File: src/assert_macros.svh
// assertion helpers for the interpolator rtl
`ifndef ASSERT_MACROS_SVH
`define ASSERT_MACROS_SVH

`ifndef NO_ASSERTIONS

// same-cycle implication
`define ASSERT_IMPLIES(lbl, clk, rst, ante, cons) \
  lbl: assert property (@(posedge clk) disable iff (rst) (ante) |-> (cons)) \
    else $error("assertion failed: same-cycle implication");

// next-cycle implication
`define ASSERT_NEXT(lbl, clk, rst, ante, cons) \
  lbl: assert property (@(posedge clk) disable iff (rst) (ante) |=> (cons)) \
    else $error("assertion failed: next-cycle implication");

`else

`define ASSERT_IMPLIES(lbl, clk, rst, ante, cons)
`define ASSERT_NEXT(lbl, clk, rst, ante, cons)

`endif

`endif

File: src/pli_pkg.sv
`timescale 1ns / 1ps

package pli_pkg;

  // signed q16.16 word
  typedef logic signed [31:0] q16_t;

  // command codes carried in s_tuser
  typedef enum logic {
    CMD_EVALUATE = 1'b0,
    CMD_LOAD     = 1'b1
  } cmd_t;

  // clip limits of a q16.16 word
  localparam q16_t Q_MAX = 32'sh7fff_ffff;
  localparam q16_t Q_MIN = 32'sh8000_0000;

  // rounding bias for the q33.32 product (half of one q16.16 lsb)
  localparam logic signed [64:0] ROUND_BIAS = 65'sd32768;

endpackage

File: src/piecewise_linear_interpolator.sv
`timescale 1ns / 1ps
// piecewise linear interpolator, signed q16.16
// slave channel s_*: s_tuser is the command (0 evaluate, 1 load breakpoint),
//   s_tdata carries point_index, x_value, point_value, point_slope.
// a load writes one breakpoint (x, value, outgoing slope) at the transaction
//   edge and gives no result; an evaluate gives one result on m_*.
// master channel m_*: m_tdata is function_value, m_tuser is the saturated flag.
// cfg_we / cfg_data write segments_in_use; write it only while no evaluate
//   is in flight.
// throughput: one transaction per cycle of either kind unless a stalled receiver
//   has filled the stages, set by a six-stage pipeline (parallel lane compares,
//   first-hit select and table read, offset, multiply, rounding, add and clip).
// an evaluate's result is presented from the output register, which closes the add and clip stage.
// a stalled receiver holds the output register; bubbles left by loads are
//   squeezed out, so the input keeps taking items until the stages fill.
// reset (synchronous, active high) empties the pipeline and clears
//   segments_in_use; breakpoint tables hold no defined contents until loaded.
module piecewise_linear_interpolator
  import pli_pkg::*;
#(
  parameter int MAX_SEGMENTS = 8
) (
  input  logic         clk,
  input  logic         rst,
  // configuration
  input  logic         cfg_we,
  input  logic [3:0]   cfg_data,
  // input stream
  input  logic         s_tvalid,
  output logic         s_tready,
  // [3:0] point_index, [35:4] x_value, [67:36] point_value,
  // [99:68] point_slope, [103:100] zero
  input  logic [103:0] s_tdata,
  // [0] command
  input  logic [0:0]   s_tuser,
  // output stream
  output logic         m_tvalid,
  input  logic         m_tready,
  // [31:0] function_value
  output logic [31:0]  m_tdata,
  // [0] saturated
  output logic [0:0]   m_tuser
);

  localparam int NP = MAX_SEGMENTS + 1;
  localparam int NW = (NP > 1) ? $clog2(NP) : 1;

  // input field split
  logic [3:0] in_index;
  q16_t       in_x;
  q16_t       in_val;
  q16_t       in_slope;
  cmd_t       in_cmd;

  assign in_index = s_tdata[3:0];
  assign in_x     = q16_t'(s_tdata[35:4]);
  assign in_val   = q16_t'(s_tdata[67:36]);
  assign in_slope = q16_t'(s_tdata[99:68]);
  assign in_cmd   = cmd_t'(s_tuser[0]);

  // configuration register
  logic [3:0] segments_in_use;

  always_ff @(posedge clk) begin
    if (rst) begin
      segments_in_use <= '0;
    end else if (cfg_we) begin
      segments_in_use <= cfg_data;
    end
  end

  // stage enables, each stage moves when it is empty or its successor moves
  logic v1, v2, v3, v4, v5, v6;
  logic en1, en2, en3, en4, en5, en6;

  assign en6 = !v6 || m_tready;
  assign en5 = !v5 || en6;
  assign en4 = !v4 || en5;
  assign en3 = !v3 || en4;
  assign en2 = !v2 || en3;
  assign en1 = !v1 || en2;

  assign s_tready = en1;

  logic s_accept;
  logic load_accept;
  logic eval_accept;

  assign s_accept    = s_tvalid && s_tready;
  assign load_accept = s_accept && (in_cmd == CMD_LOAD);
  assign eval_accept = s_accept && (in_cmd == CMD_EVALUATE);

  // breakpoint tables
  q16_t bp_x     [NP];
  q16_t bp_value [NP];
  q16_t bp_slope [MAX_SEGMENTS];

  // breakpoint load, an index past the table writes nothing
  always_ff @(posedge clk) begin
    if (load_accept) begin
      for (int k = 0; k < NP; k++) begin
        if (int'(in_index) == k) begin
          bp_x[k]     <= in_x;
          bp_value[k] <= in_val;
        end
      end
      for (int k = 0; k < MAX_SEGMENTS; k++) begin
        if (int'(in_index) == k) begin
          bp_slope[k] <= in_slope;
        end
      end
    end
  end

  // stage 1: clamp segment count and compare x against every breakpoint
  logic [NW-1:0] n_next;
  logic [NP-1:0] gt_next;
  logic [NP-1:0] ge_next;

  always_comb begin
    int n_int;
    n_int = (int'(segments_in_use) > MAX_SEGMENTS) ? MAX_SEGMENTS : int'(segments_in_use);
    n_next = NW'(n_int);
    for (int k = 0; k < NP; k++) begin
      gt_next[k] = (in_x > bp_x[k]);
      ge_next[k] = (in_x >= bp_x[k]);
    end
  end

  q16_t          x1;
  logic [NW-1:0] n1;
  logic [NP-1:0] gt1;
  logic [NP-1:0] ge1;

  always_ff @(posedge clk) begin
    if (en1) begin
      x1  <= in_x;
      n1  <= n_next;
      gt1 <= gt_next;
      ge1 <= ge_next;
    end
  end

  // stage 2: first breakpoint not below x, pick the segment and read tables
  logic [NP-1:0] not_gt;
  logic [NP-1:0] onehot_n;
  logic [NP-1:0] first_hit;
  logic [NP-1:0] sel;
  logic          at_last;
  logic          identity;
  logic          interp_next;
  q16_t          bx_sel;
  q16_t          val_sel;
  q16_t          slp_sel;
  q16_t          val_next;

  always_comb begin
    not_gt   = '0;
    onehot_n = '0;
    for (int k = 0; k < NP; k++) begin
      if (k == int'(n1)) begin
        not_gt[k]   = 1'b1;
        onehot_n[k] = 1'b1;
      end else if (k < int'(n1)) begin
        not_gt[k] = !gt1[k];
      end
    end
    // isolate the lowest set bit
    first_hit = not_gt & (~not_gt + NP'(1));
    at_last   = ge1[n1];
    identity  = (n1 == '0);

    priority if (at_last) begin
      sel = onehot_n;
    end else if (first_hit[0]) begin
      sel = first_hit;
    end else begin
      sel = first_hit >> 1;
    end
    interp_next = !identity && !at_last && !first_hit[0];

    bx_sel  = '0;
    val_sel = '0;
    slp_sel = '0;
    for (int k = 0; k < NP; k++) begin
      if (sel[k]) begin
        bx_sel  = bx_sel | bp_x[k];
        val_sel = val_sel | bp_value[k];
      end
    end
    for (int k = 0; k < MAX_SEGMENTS; k++) begin
      if (sel[k]) begin
        slp_sel = slp_sel | bp_slope[k];
      end
    end
    // the identity case passes x straight through
    val_next = identity ? x1 : val_sel;
  end

  q16_t x2;
  q16_t bx2;
  q16_t val2;
  q16_t slp2;
  logic interp2;

  always_ff @(posedge clk) begin
    if (en2) begin
      x2      <= x1;
      bx2     <= bx_sel;
      val2    <= val_next;
      slp2    <= slp_sel;
      interp2 <= interp_next;
    end
  end

  // stage 3: exact offset from the segment start
  logic signed [32:0] off_next;

  assign off_next = 33'(x2) - 33'(bx2);

  logic signed [32:0] off3;
  q16_t               slp3;
  q16_t               val3;
  logic               interp3;

  always_ff @(posedge clk) begin
    if (en3) begin
      off3    <= off_next;
      slp3    <= slp2;
      val3    <= val2;
      interp3 <= interp2;
    end
  end

  // stage 4: slope times offset, exact q33.32
  logic signed [64:0] prod_next;

  assign prod_next = 65'(off3) * 65'(slp3);

  logic signed [64:0] prod4;
  q16_t               val4;
  logic               interp4;

  always_ff @(posedge clk) begin
    if (en4) begin
      prod4   <= prod_next;
      val4    <= val3;
      interp4 <= interp3;
    end
  end

  // stage 5: round to q16.16, ties toward plus infinity
  logic signed [48:0] q_next;

  assign q_next = 49'((prod4 + ROUND_BIAS) >>> 16);

  logic signed [48:0] q5;
  q16_t               val5;
  logic               interp5;

  always_ff @(posedge clk) begin
    if (en5) begin
      q5      <= q_next;
      val5    <= val4;
      interp5 <= interp4;
    end
  end

  // stage 6: add breakpoint value and clip for an interpolated point, else pass the value
  logic signed [49:0] sum;
  q16_t               res_next;
  logic               sat_next;

  always_comb begin
    sum = 50'(q5) + 50'(val5);
    res_next = val5;
    sat_next = 1'b0;
    if (interp5) begin
      priority if (sum > 50'(Q_MAX)) begin
        res_next = Q_MAX;
        sat_next = 1'b1;
      end else if (sum < 50'(Q_MIN)) begin
        res_next = Q_MIN;
        sat_next = 1'b1;
      end else begin
        res_next = q16_t'(sum[31:0]);
      end
    end
  end

  // output register
  q16_t out_val;
  logic out_sat;

  always_ff @(posedge clk) begin
    if (en6) begin
      out_val <= res_next;
      out_sat <= sat_next;
    end
  end

  assign m_tvalid   = v6;
  assign m_tdata    = out_val;
  assign m_tuser[0] = out_sat;

  // valid bits travel with the data
  always_ff @(posedge clk) begin
    if (rst) begin
      v1 <= 1'b0;
      v2 <= 1'b0;
      v3 <= 1'b0;
      v4 <= 1'b0;
      v5 <= 1'b0;
      v6 <= 1'b0;
    end else begin
      if (en1) v1 <= eval_accept;
      if (en2) v2 <= v1;
      if (en3) v3 <= v2;
      if (en4) v4 <= v3;
      if (en5) v5 <= v4;
      if (en6) v6 <= v5;
    end
  end

  // checks
  `include "assert_macros.svh"

  // a load never occupies a pipeline slot
  `ASSERT_NEXT(a_load_no_slot, clk, rst, load_accept, !v1)

  // a clipped result sits at one of the two limits
  `ASSERT_IMPLIES(a_sat_at_limit, clk, rst, m_tvalid && m_tuser[0],
    (m_tdata == 32'h7fff_ffff) || (m_tdata == 32'h8000_0000))

  // only interpolated values can be flagged as clipped
  `ASSERT_NEXT(a_sat_only_interp, clk, rst, en6 && v5 && !interp5, !out_sat)

endmodule
File: config.mk
export PLATFORM = sky130hd
export DESIGN_NAME = piecewise_linear_interpolator
export DESIGN_NICKNAME = d
export VERILOG_FILES = /design/src/pli_pkg.sv /design/src/piecewise_linear_interpolator.sv
export VERILOG_INCLUDE_DIRS = /design/src /design/src/src
export SDC_FILE = /design/constraint.sdc
export NUM_CORES = 2
export LEC_CHECK = 0
export ABC_AREA = 1
export BUFFER_PORTS_ARGS = -buffer_cell sky130_fd_sc_hd__buf_2
export CORE_MARGIN = 2
export CORE_UTILIZATION = 30
export CTS_CLUSTER_DIAMETER = 60
export DETAILED_ROUTE_END_ITERATION = 16
export GPL_TIMING_DRIVEN = 0
export HOLD_SLACK_MARGIN = 0.15
export PLACE_DENSITY = 0.5
export SLEW_MARGIN = 20
export SYNTH_ARGS = -nofsm -noshare
export SYNTH_HDL_FRONTEND = slang
export SYNTH_SLANG_ARGS = --single-unit
File: constraint.sdc
create_clock -name clk -period 24 [get_ports clk]
set_clock_uncertainty 0.05 [all_clocks]
set_input_delay 4.8 -clock clk [delete_from_list [all_inputs] [get_ports clk]]
set_output_delay 4.8 -clock clk [all_outputs]
set_load 0.1 [all_outputs]
# Yosys cells after proc, flatten, opt, wreduce, memory -nomap -nowiden
# Memory sizes are Yosys's and may differ from the RTL's.
# Index checks and enable logic that the tools add are counted.
# word_totals
ram_bits	832
reg_bits	504
out_inout_bits	35
mem_count	3
inputBits	114
# memory_table
name	words	width	rd	rd_ports_with_merged_regs	write_ports	line	text
bp_value	9	32	9	0	1	piecewise_linear_interpolator.sv:95	q16_t bp_value [NP];
bp_x	9	32	9	0	1	piecewise_linear_interpolator.sv:94	q16_t bp_x [NP];
bp_slope	8	32	8	0	1	piecewise_linear_interpolator.sv:96	q16_t bp_slope [MAX_SEGMENTS];
# classes
multipliers	1
n_reduce_logical	55
addsub	4
n_eq_ne	16
muxes	159
n_bitwise	26
n_lt_le_gt_ge	31
# op_table
cell	count
2-to-1 mux 32 bit	53
bitwise OR 32 bit	23
OR reduction 32 bit	23
greater-or-equal comparator 32 bit	9
greater-than comparator 32 bit	9
2-to-1 mux 1 bit	80
adder 65 x 17 -> 65 bit, second input constant	1
multiplier 33 x 32 -> 65 bit	1
2-to-1 mux 4 bit	16
adder 49 x 32 -> 50 bit	1
greater-than comparator 50 x 32 -> 1 bit, second input constant	1
less-than comparator 50 x 32 -> 1 bit, second input constant	1
subtractor 32 x 32 -> 33 bit	1
2-to-1 mux 3 bit	7
equality test 4 bit, first input constant	5
equality test 4 bit, second input constant	5
zero test 1 bit	18
2-to-1 mux 9 bit	2
less-than comparator 3 x 4 -> 1 bit, first input constant	4
zero test 4 bit	3
adder 9 x 1 -> 9 bit, second input constant	1
bitwise AND 9 bit	1
NOT 9 bit	1
equality test 3 x 4 -> 1 bit, first input constant	2
12 further kinds	24

# Logic depth before layout (Yosys ltp)
# logic_depth
ltp_word	26
ltp_mapped	32
mapped_depth_nobuf	30

# Least setup slack after synthesis
# Ideal clock, no wire load.
# synth_timing
kind	input to register
startpoint	input m_tready
endpoint	memory bp_slope[0][32] (netlist bit) (enable)
path_stages	12
arrival_ns	22.984
setup_slack_ns	0.169
t_required_ns	23.153
n_path_buf	0
path_cell_list	nor2_1 inv_1 nor2_1 inv_1 nor2_1 inv_1 nor2_1 inv_1 nor2_1 nand2_1 nand3_1 nor4_1
# synth_via
elab_chain_len	18
# synth_lines
element	line	text
start, declared	piecewise_linear_interpolator.sv:38	input logic m_tready,
logical OR 1 bit (*)	piecewise_linear_interpolator.sv:76	assign en6 = !v6 || m_tready;
net en6	piecewise_linear_interpolator.sv:74	logic en1, en2, en3, en4, en5, en6;
logical OR 1 bit (*)	piecewise_linear_interpolator.sv:77	assign en5 = !v5 || en6;
net en5	piecewise_linear_interpolator.sv:74	
logical OR 1 bit (*)	piecewise_linear_interpolator.sv:78	assign en4 = !v4 || en5;
net en4	piecewise_linear_interpolator.sv:74	
logical OR 1 bit (*)	piecewise_linear_interpolator.sv:79	assign en3 = !v3 || en4;
net en3	piecewise_linear_interpolator.sv:74	
logical OR 1 bit (*)	piecewise_linear_interpolator.sv:80	assign en2 = !v2 || en3;
logical OR 1 bit (*)	piecewise_linear_interpolator.sv:81	assign en1 = !v1 || en2;
net s_tready	piecewise_linear_interpolator.sv:30	output logic s_tready,
logical AND 1 bit (*)	piecewise_linear_interpolator.sv:89	assign s_accept = s_tvalid && s_tready;
logical AND 1 bit (*)	piecewise_linear_interpolator.sv:90	assign load_accept = s_accept && (in_cmd == CMD_LOAD);
2-to-1 mux 1 bit	piecewise_linear_interpolator.sv:100	if (load_accept) begin
2-to-1 mux 1 bit (implied by the code)	piecewise_linear_interpolator.sv:109	bp_slope[k] <= in_slope;
OR reduction 32 bit (no line)	-	
2-to-1 mux 3 bit (no line) or 2-to-1 mux 1 bit (tied branches) (7 in a row)	-	
end, declared	piecewise_linear_interpolator.sv:96	
# The timed path passes the listed nets; every way through them passes the cells marked *.

# Worst setup path in the final report
# layout_timing
startpoint	input m_tready
endpoint	output s_tready
# layout_via
elab_chain_len	6
# layout_lines
element	line
logical OR 1 bit	piecewise_linear_interpolator.sv:76
net en6	piecewise_linear_interpolator.sv:74
logical OR 1 bit	piecewise_linear_interpolator.sv:77
net en5	piecewise_linear_interpolator.sv:74
logical OR 1 bit	piecewise_linear_interpolator.sv:78
net en4	piecewise_linear_interpolator.sv:74
logical OR 1 bit	piecewise_linear_interpolator.sv:79
net en3	piecewise_linear_interpolator.sv:74
logical OR 1 bit	piecewise_linear_interpolator.sv:80
logical OR 1 bit	piecewise_linear_interpolator.sv:81
end, declared	piecewise_linear_interpolator.sv:30
# The timed path passes the listed nets, and every way through them passes these cells.

==> flow_metrics.py <==
metrics = {
    "status": {
        "outcome": "finished, final reports clean",
    },
    "floorplanning": {
        "initial_core_util": 0.301,
        "dieArea_um2": 336000,
        "rows": 211,
        "io_pins": 149,
        "die_w_um": 580,
        "die_y_um": 580,
        "core_area_um2": 330000,
    },
    "synthesis": {
        "synthCells": 10100,
        "synth_cell_types": 60,
        "ys_seq_area_frac": 0.398,
        "ys_seq_elements": 1321,
        "async_flop_share": 0,
        "avgSynthCellArea_um2": 9.83,
        "syn_nets": 11900,
        "synth_edf_count": 1311,
        "syn_area_um2": 99400,
        "yosys_warnings": 0,
        "ys.flop_type": "edfxtp_1",
    },
    "cells_and_area": {
        "synthToLayoutAreaGrowth_pct": 12.4,
        "final_cell_mix": "nand2_1, inv_1, edfxtp_1",
        "final_common_cell": "nand2_1",
        "drive_gt1_frac": 0.0638,
        "nets": 12300,
    },
    "detailed_routing": {
        "wl_mm": 356,
        "route.met3.wl_mm": 27.4,
        "wl_met2_mm": 161,
        "top_layer_used": "met5",
        "wl_met1_mm": 151,
        "vias": 71000,
        "firstDrtPassIters": 9,
        "final_antenna_net_count": 0,
        "drc": 0,
        "vias_per_cell": 4.72,
        "drtIter0Drc": 6689,
        "wl_per_cell_um": 23.7,
    },
    "worst_setup_path": {
        "start_kind": "input port",
        "arrival_ps": 8690,
        "required_ps": 19150,
        "path_max_fanout": 73,
        "crit_path_end_kind": "primary output",
        "critical_path_class": "in2out",
    },
    "sta": {
        "setup_violations": 0,
        "fin_crit_sh": 0.564,
        "final_hold_viol_count": 0,
        "post-route-min-period_ps": 13540,
        "finalSetupTns_ps": 0,
        "tightest_slew_ps": 1390,
        "rsz0062_at_grt": "no",
        "relSlewSlack": 0.0710,
        "max_freq_mhz": 73.9,
        "final_max_slew_viol_count": 0,
    },
    "clocking": {
        "post_cts_buffers": 0,
        "cts_resized": 0,
        "cts_tree": "built",
        "cts-hold-fix-buffers": 0,
        "clk_path_buf_depth": 4,
        "cts_inserted_buffers": 158,
        "htree_levels": 4,
        "clk_pin_slew_worst_paths_ps": 60,
        "clkSinkCount": 1321,
        "clock_latency_ps": 840,
        "cts_root_buf": "clkbuf_16",
    },
    "job": {
        "drv_cap": 0,
    },
    "placed_design": {
        "hpwl_mm": 288,
        "gp_congestion": 0.981,
        "io_buffer_count": 143,
    },
    "global_routing": {
        "antenna_found_initial": 40,
        "overflow": 0,
        "grt_pass1_vias": 71400,
        "grt_max_degree": 74,
        "grt_pass1_wl_mm": 512,
        "grt.total_usage": 0.213,
    },
    "min_path": {
        "hold_path.class": "reg2reg",
    },
}
cells by family after synthesis:
family          synth area share
simple gates               0.140
compound gates            0.0486
xor+xnor                  0.0152
flops                      0.398
buf+inv                    0.105
fa+ha+maj                  0.294
worst max-delay path: stages:
cell and delay (ps):
buf_2 80, nor2_1 40, inv_2 530, nor2_1 160
inv_4 330, nor2_1 130, inv_4 320, nor2_1 160
inv_6 260, buf_16 300, nor2_1 240, nand2_4 410
buf_12 270, buf_2 470
state kept, by name, summed over array words and instances, names as in the netlist, 32 cells and up:
name and flops:
bp_slope 256, bp_value 288, bp_x 288, bx2 32
m_tdata 32, off3 33, prod4 50, q5 49
slp2 32, slp3 32, val2 32, val3 32
val4 32, val5 32, x1 32, x2 32
worst paths after layout:
path / start / to / slack, ps / cells past startpoint
min: slp2[0] / slp3[0] / 320 / 0
max: m_tready / s_tready / 10460 / 14
max reg2reg: slp3[7] / prod4[59] / 13930 / 29
min reg2reg: slp2[0] / slp3[0] / 320 / 0
stage by stage:
stage | setup WS, ps | cells | util | hold WS (ps) | instance area (µm²)
after floorplan | 169 | 10100 | - | 350 | 99400
after global placement | -13790 | 14600 | 0.320 | 352 | 106000
after detailed placement | 10410 | 14800 | 0.324 | 355 | 107000
after CTS | 10400 | 15000 | 0.338 | 317 | 112000
after global routing | 10090 | 15000 | 0.338 | 326 | 112000
final | 10460 | 15100 | 0.338 | 323 | 112000
final cells by class:
cell class              instances  area [µm²]
repair buffers                297        1890
diodes                         11        27.5
clock buffers                 192        4100
well taps                    4366        5460
inverters                    2408        9060
flip-flops and latches       1321       39600
clock inverters                74         691
plain buffers                 326        1410
multi-input cells            6057       49500
fillers                     34000      218000
per-layer routing:
metal  vias to the layer above  global-route usage
li1                      32500                   -
met1                     35300               0.286
met2                      2548               0.339
met3                       572              0.0395
met4                        30              0.0877
met5                         -                   0
synthesized netlist by cell type, drive strengths merged, types with 12 or more instances:
library cell	instances	area [µm²]
edfxtp	1311	39400
xor2	122	1070
a22o	21	184
xnor2	50	438
fa	1113	22300
nor3	96	502
buf	64	388
nand4	139	870
a31oi	23	144
o2111ai	21	184
a21oi	370	1850
nand3	166	846
o221ai	27	236
o21a	20	150
clkbuf	262	983
a221oi	52	455
o22ai	48	300
nor4	41	263
or2	41	257
nor2	412	1550
a211oi	43	323
inv	2404	9020
o211ai	12	95.1
nand2	2520	9470
ha	552	6910
o21ai	116	588
Power is left out: the tool's default activity adds up to more than one toggle a clock period on the data nets, which glitch-free logic cannot reach.
